**config.mk**
```make
export PLATFORM = sky130hd
export DESIGN_NAME = vptw_ctrl
export DESIGN_NICKNAME = d
export VERILOG_FILES = /design/src/design/vptw_pkg.sv /design/src/design/vptw_ctrl.sv
export SDC_FILE = /design/constraint.sdc
export NUM_CORES = 1
export LEC_CHECK = 0
export ABC_AREA = 1
export BUFFER_PORTS_ARGS = -buffer_cell sky130_fd_sc_hd__buf_2
export CAP_MARGIN = 5
export CORE_MARGIN = 2
export CORE_UTILIZATION = 45
export CTS_BUF_LIST = sky130_fd_sc_hd__clkbuf_4 sky130_fd_sc_hd__clkbuf_8
export CTS_CLUSTER_SIZE = 12
export DETAILED_ROUTE_END_ITERATION = 10
export GPL_TIMING_DRIVEN = 0
export HOLD_SLACK_MARGIN = 0.05
export PLACE_DENSITY = 0.76
export SETUP_SLACK_MARGIN = 0.15
export SLEW_MARGIN = 20
export SYNTH_ARGS = -nofsm -noshare
export SYNTH_HDL_FRONTEND = slang
export SYNTH_SLANG_ARGS = --single-unit
export TNS_END_PERCENT = 20
```
**constraint.sdc**
```tcl
create_clock -name clk -period 1.1 [get_ports clk]
set_input_delay 0.22 -clock clk [delete_from_list [all_inputs] [get_ports clk]]
set_output_delay 0.22 -clock clk [all_outputs]
set_load 0.05 [all_outputs]
```
**src/design/vptw_pkg.sv**
```systemverilog
// shared types and constants for the vertex projection block
package vptw_pkg;

  localparam int VP_W = 13;

  typedef enum logic [1:0] {
    OP_LOAD_MV   = 2'd0,
    OP_LOAD_PROJ = 2'd1,
    OP_PROJECT   = 2'd2,
    OP_UNUSED    = 2'd3
  } op_t;

  typedef enum logic [1:0] {
    REG_VP_X = 2'd0,
    REG_VP_Y = 2'd1,
    REG_VP_W = 2'd2,
    REG_VP_H = 2'd3
  } reg_idx_t;

  // commands from controller to datapath
  typedef struct packed {
    logic       load_pt;    // capture point
    logic       acc_clr;    // clear accumulator
    logic       mac;        // multiply-accumulate one term
    logic       sel_proj;   // matrix select: 0 model-view, 1 projection
    logic [1:0] row;
    logic [1:0] col;
    logic       store_row;  // finish dot product into vector reg
    logic       swap_vec;   // input vector <= eye result for second pass
    logic       div_start;
    logic       div_sel_y;  // divide numerator y
    logic       map_x;      // viewport map result of divider to x
    logic       map_y;
  } vptw_cmd_t;

  typedef struct packed {
    logic div_done;
    logic w_zero;
  } vptw_sts_t;

endpackage

```
**src/design/vptw_ctrl.sv**
```systemverilog
// sequencer for load, two matrix passes, divides and output word
module vptw_ctrl (
  input  logic                clk,
  input  logic                rst_n,
  input  logic                in_valid,
  output logic                in_ready,
  input  logic [1:0]          in_operation,
  output logic                wr_mv,
  output logic                wr_proj,
  output logic                out_valid,
  input  logic                out_ready,
  output logic                ok,
  output vptw_pkg::vptw_cmd_t cmd,
  input  vptw_pkg::vptw_sts_t sts
);
  typedef enum logic [3:0] {
    S_IDLE, S_MAC, S_DRAIN, S_STORE, S_DIVX, S_WAITX, S_MAPX,
    S_DIVY, S_WAITY, S_MAPY, S_OUT
  } state_t;

  state_t     state_r, state_nxt;
  logic       pass_r, pass_nxt;
  logic [1:0] row_r, row_nxt, col_r, col_nxt;
  logic       ok_r, ok_nxt;
  logic       acc_go;
  logic       accept;

  assign in_ready = (state_r == S_IDLE) || (state_r == S_OUT && out_ready);
  assign accept   = in_valid && in_ready;
  assign wr_mv    = accept && (in_operation == vptw_pkg::OP_LOAD_MV);
  assign wr_proj  = accept && (in_operation == vptw_pkg::OP_LOAD_PROJ);
  assign acc_go   = accept && (in_operation == vptw_pkg::OP_PROJECT);

  always_comb begin
    state_nxt = state_r; pass_nxt = pass_r; row_nxt = row_r; col_nxt = col_r;
    ok_nxt = ok_r;
    cmd = '0;
    cmd.sel_proj = pass_r;
    cmd.row = row_r;
    cmd.col = col_r;
    case (state_r)
      S_IDLE, S_OUT: begin
        if (state_r == S_OUT && out_ready) state_nxt = S_IDLE;
        if (acc_go) begin
          cmd.load_pt = 1'b1;
          cmd.acc_clr = 1'b1;
          pass_nxt = 1'b0; row_nxt = '0; col_nxt = '0;
          state_nxt = S_MAC;
        end
      end
      S_MAC: begin
        cmd.mac = 1'b1;
        col_nxt = col_r + 2'd1;
        if (col_r == 2'd3) state_nxt = S_DRAIN;
      end
      S_DRAIN: state_nxt = S_STORE;   // last product lands in accumulator
      S_STORE: begin
        cmd.store_row = 1'b1;
        cmd.acc_clr   = 1'b1;
        row_nxt = row_r + 2'd1;
        state_nxt = S_MAC;
        if (row_r == 2'd3) begin
          if (!pass_r) begin
            pass_nxt = 1'b1;
            cmd.swap_vec = 1'b0;
            state_nxt = S_DIVX;  // overridden below to S_DIVY, which does the swap
          end else begin
            state_nxt = S_DIVX;
          end
        end
      end
      S_DIVX: begin
        if (!pass_r) begin
          state_nxt = S_MAC;
        end else if (cmd.sel_proj && row_r == 2'd0 && col_r == 2'd0 && ok_r) begin
          state_nxt = S_WAITX;
        end
        // handled via pass flag: see below
      end
      default: ;
    endcase
    // second pass entry and divide sequencing
    case (state_r)
      S_STORE: if (row_r == 2'd3 && !pass_r) state_nxt = S_DIVY;
      default: ;
    endcase
    case (state_r)
      S_DIVY: begin
        if (!ok_r) begin
          // first pass finished: swap vector and run projection pass
          cmd.swap_vec = 1'b1;
          ok_nxt = 1'b1;
          state_nxt = S_MAC;
        end else if (sts.w_zero) begin
          ok_nxt = 1'b0;
          state_nxt = S_MAPY;
        end else begin
          cmd.div_start = 1'b1;
          state_nxt = S_WAITX;
        end
      end
      S_DIVX: begin
        if (sts.w_zero) begin
          ok_nxt = 1'b0;
          state_nxt = S_MAPY;
        end else begin
          cmd.div_start = 1'b1;
          state_nxt = S_WAITX;
        end
      end
      S_WAITX: if (sts.div_done) state_nxt = S_MAPX;
      S_MAPX: begin
        cmd.map_x = 1'b1;
        cmd.div_sel_y = 1'b1;
        cmd.div_start = 1'b1;
        state_nxt = S_WAITY;
      end
      S_WAITY: begin
        cmd.div_sel_y = 1'b1;
        if (sts.div_done) state_nxt = S_MAPY;
      end
      S_MAPY: begin
        if (ok_r) begin
          cmd.map_y = 1'b1;
          state_nxt = S_OUT;
        end else begin
          state_nxt = S_OUT;
        end
      end
      default: ;
    endcase
    if (acc_go) ok_nxt = 1'b0;
  end

  always_ff @(posedge clk) begin
    if (!rst_n) begin
      state_r <= S_IDLE; pass_r <= 1'b0; row_r <= '0; col_r <= '0; ok_r <= 1'b0;
    end else begin
      state_r <= state_nxt; pass_r <= pass_nxt; row_r <= row_nxt;
      col_r <= col_nxt; ok_r <= ok_nxt;
    end
  end

  assign out_valid = (state_r == S_OUT);
  assign ok = ok_r;
endmodule

```
-- Yosys cells after proc, flatten, opt, wreduce, memory -nomap -nowiden
Index checks and enable logic that the tools add are counted.
- add/subtract/negate cells: 2
- equality and inequality tests: 17
- multiplexer cells: 35
- bitwise gates (word level): 1
- reductions and logical operators: 20
- operator list (kind ; number):
    4-bit two-way mux ; 9
    4-bit one-hot mux with 6 select lines ; 1
    4-bit by 3-bit equality test with 1-bit output (second input constant) ; 4
    4-bit one-hot mux with 4 select lines ; 1
    1-bit two-way mux ; 14
    4-bit equality test (second input constant) ; 3
    4-bit by 2-bit equality test with 1-bit output (second input constant) ; 2
    2-bit one-hot mux with 2 select lines ; 2
    2-bit equality test (second input constant) ; 3
    1-bit logical AND ; 6
    2-bit two-way mux ; 3
    2-bit != test (second input constant) ; 3
    1-bit one-hot mux with 2 select lines ; 3
    2-bit AND reduction ; 3
    2-bit nonzero test ; 3
    2-bit OR reduction ; 3
    2-bit by 1-bit adder with 2-bit output (second input constant) ; 2
    4-bit by 1-bit equality test with 1-bit output (second input constant) ; 1
    4-bit zero test ; 1
    3-bit two-way mux ; 1
    1-bit one-hot mux with 3 select lines ; 1
    3-bit AND reduction ; 1
    2-bit by 1-bit equality test with 1-bit output (second input constant) ; 1
    2-bit zero test ; 1
    other kinds (3) ; 3
- register bits: 10
- logic and storage cells: 80

-- Logic depth before layout (Yosys ltp)
- word-level depth: 11
- mapped depth: 10

-- Worst setup path after synthesis
Ideal clock, no wire load.
- path kind: flip-flop to output port
- start point: register state_r[3]
- end point: output port wr_mv
- data arrival time: 2.374 ns
- data required time: 0.880 ns
- path slack: -1.494 ns
- cell stages (with the launch flop): 7
- path buffers: 0
- cells stage by stage: dfxtp_1 > nand2_2 > nor2_4 > nand2_2 > nand2_2 > nand2_1 > nor3_1
- word-level cells in the longest chain between the ends: 5
- ends and longest elaborated chain (item ; RTL line ; source):
    start, declared ; vptw_ctrl.sv:21 ; state_t state_r, state_nxt;
    start signal, assigned ; vptw_ctrl.sv:139 ; state_r <= state_nxt; pass_r <= pass_nxt; row_r <= row_nxt;
    4-bit equality test ; - ;
    named net out_valid ; vptw_ctrl.sv:10 ; output logic out_valid,
    1-bit logical AND ; vptw_ctrl.sv:28 ; assign in_ready = (state_r == S_IDLE) || (state_r == S_OUT && out_ready);
    1-bit logical OR ; vptw_ctrl.sv:28 ;
    named net in_ready ; vptw_ctrl.sv:6 ; output logic in_ready,
    1-bit logical AND ; vptw_ctrl.sv:29 ; assign accept = in_valid && in_ready;
    1-bit logical AND ; vptw_ctrl.sv:30 ; assign wr_mv = accept && (in_operation == vptw_pkg::OP_LOAD_MV);
    end, declared ; vptw_ctrl.sv:8 ; output logic wr_mv,
The timed path passes the listed nets, and every way through them passes these cells.

-- Worst setup path in the final report
- start point: register state_r[1]
- end point: output port wr_mv
- word-level cells in the longest chain between the ends: 5
- ends and longest elaborated chain (item ; RTL line):
    4-bit equality test ; vptw_ctrl.sv:28
    1-bit logical AND ; vptw_ctrl.sv:28
    1-bit logical OR (*) ; vptw_ctrl.sv:28
    1-bit logical AND (*) ; vptw_ctrl.sv:29
    1-bit logical AND (*) ; vptw_ctrl.sv:30
Every way passes the cells marked *; elsewhere a longest branch is shown, timed or not.

==> impl_metrics.json <==
{
  "ys_types": 22,
  "diodes": 0,
  "yosysTopAreaCell": "dfxtp_1",
  "ir_drop_mv": 0.9945,
  "clk_latency_ns": 0.28,
  "cp_cell_sequence": "inv_2 -> nand2_2 -> inv_1 -> nand2_2 -> nand2_8 -> nand2_8 -> nor3_4 -> buf_6",
  "ff2ff_path_depth": 12,
  "drt_wl_total_um": 2644,
  "cpPeakStageDelay_ns": 0.37,
  "ant_nets": 0,
  "hold_depth": 3,
  "max-slew-margin-rel_pct": 82.60,
  "place_ws_ns": -0.5054,
  "worstReg2RegEnd": "state_r[0]",
  "synth_flop_cell": "dfxtp_1",
  "holdCritPathClass": "in -> reg",
  "cp_max_fo": 4,
  "syn_nets": 129,
  "ioPinCount": 27,
  "min-delay-start": "rst_n",
  "portBuffers": 26,
  "via_count": 1014,
  "wl_per_cell_um": 14.94,
  "maxCapViolations": 0,
  "p_per_area_nw_per_um2": 1264,
  "violations": "negative setup slack",
  "final_nets": 172,
  "period_share_pct": 158.4,
  "cts_tree": "built",
  "grt_pass1_wl_um": 3505,
  "async_reset_ff_share_pct": 0,
  "final.min_clock_period_ns": 1.743,
  "syn_avg_cell_area_um2": 6.309,
  "total_power_w": 0.001640,
  "netlist_top_cells_count": "26 x nand2_1, 21 x inv_1, 13 x nor2_1",
  "die_area_um2": 2011,
  "clkSinkCount": 10,
  "die_w_um": 44.85,
  "antenna_found_initial": 0,
  "leakagePower_nw": 0.6159,
  "cts_buffer_depth": 2,
  "fmax_mhz": 573.8,
  "status": "finished, violations left",
  "clk_pin_slew_ns": 0.08,
  "grt_use_total_pct": 24.01,
  "timing.critical_path.required_ns": 0.88,
  "final_util_pct": 84.17,
  "slew_violations": 0,
  "clockRootBuffer": "clkbuf_4",
  "holdPathEnd": "pass_r",
  "criticalPathCategory": "reg -> out",
  "remaining_drc_errors": 0,
  "reg2reg_from": "state_r[1]",
  "grt_pass1_vias": 834,
  "worstPathArrival_ns": 1.52,
  "row_count": 14,
  "synth_edf_count": 0,
  "vias_per_cell": 5.729,
  "slowest_stage": "dfxtp_2",
  "die_h_um": 44.85,
  "syn_area_um2": 750.7,
  "r2r_slack_ns": -0.52,
  "gp_congestion": 0.8640,
  "rsz0062_at_grt": "true",
  "fin_ws_ns": -0.6426,
  "dpl.hpwl_um": 1526,
  "netlist.area_leader.share_pct": 26.67,
  "setup_viol": 23,
  "skew_ns": 0.001784,
  "initial_utilization_pct": 48.70,
  "drt_iter0_drc": 46,
  "yosys_warnings": 0,
  "core-area_um2": 1541,
  "ys_top_cells_by_area": "dfxtp_1 27%, nand2_1 13%, inv_1 10%",
  "cts_inserted_buffers": 3,
  "cts_max_level": 1,
  "critPathLaunchType": "flop",
  "drive_above_1_share_pct": 51.55,
  "seq_area_frac_synth_pct": 26.67,
  "syn_to_final_growth_pct": 72.83,
  "grt.overflow.total": 0,
  "synthCells": 119,
  "yosysMostFrequentCell": "nand2_1",
  "crit_path_end_kind": "primary output",
  "grt_max_degree": 8,
  "ys_ff_latch": 10,
  "hold_viol": 0,
  "drt-pass1-iter-count": 5,
  "worstMarginPinSlew_ns": 0.2600
}
-- layout make-up --
class | count | area (um^2)
well taps | 16 | 20.02
plain buffers | 2 | 15.01
multi-input cells | 84 | 555.5
flip-flops and latches | 10 | 222.7
fillers | 90 | 244.0
inverters | 23 | 92.59
clock buffers | 4 | 36.28
repair buffers | 38 | 355.3
-- repair_timing --
item                                    4_1_cts  5_1_grt
hold buffers                                  0        0
buffers inserted                              5        7
endpoints found under the hold margin         0        0
gates resized for setup                      51       22
pin swaps                                     3        7
endpoints found under the setup margin       29       29
-- metal layers --
layer	wire [um]	up-vias	GRT usage [%]
met4	92	0	9.412
met5	0	-	0
li1	-	471	-
met2	1342	79	42.32
met3	261	14	7.200
met1	948	450	26.96
-- where the power goes --
group	total [W]	internal, W	switching (W)
Combinational	0.000842	0.000302	0.000540
Sequential	0.000441	0.000395	0.0000460
Clock	0.000358	0.000202	0.000156
Total	0.00164	0.000898	0.000742
-- through the flow --
stage,hold WS (ns),setup TNS [ns],cell area [um^2],instances
after floorplan,0.3176,-9.939,812.0,119
after global placement,0.4636,-5.784,962.2,161
after detailed placement,0.4804,-5.983,962.2,161
after CTS,0.1978,-8.465,1172,170
after global routing,0.2454,-11.23,1297,177
final,0.2079,-9.918,1297,177
-- cell usage in the layout, fill, tap and decap left out, drive strengths merged --
cell and count:
dfxtp 10, nand3 7, a21oi 9, o21ai 6, buf 40, nor3 6, nand2 31, inv 22
o211ai 1, or2 1, nand4 3, a41oi 1, nor2 17, clkbuf 4, clkinv 1, ha 2
-- registers in the layout (all words and copies together), names as in the netlist --
name,count
state_r,4
col_r,2
ok,1
row_r,2
pass_r,1
-- kinds of logic (layout without fill, tap and decap cells) --
logic type               after synthesis  count (layout)  share of synthesized area [%]
AND/OR/NAND/NOR                       65              65                          43.67
adder cells (fa/ha/maj)                2               2                          3.333
buffers and inverters                 25              67                          13.67
flip-flops                            10              10                          26.67
AO/OA/AOI/OAI                         17              17                          12.67
-- worst max path at each step --
| stage | startpoint | end | slack [ns] | depth (start not counted) |
|---|---|---|---|---|
| after floorplan | state_r[0] | wr_mv | -0.74 | 7 |
| after global placement | state_r[1] | cmd[12] | -0.52 | 8 |
| after detailed placement | state_r[1] | cmd[13] | -0.51 | 8 |
| after CTS | state_r[2] | wr_mv | -0.61 | 8 |
| after global routing | state_r[1] | wr_mv | -0.71 | 8 |
| final | state_r[1] | wr_mv | -0.64 | 8 |
-- worst max-delay path, delay by kind of cell (launching register included) --
family | cells | cell delay [ns]
buf+inv | 3 | 0.37
flops | 1 | 0.37
simple gates | 5 | 0.51
Power figures use the tool's default switching activity.
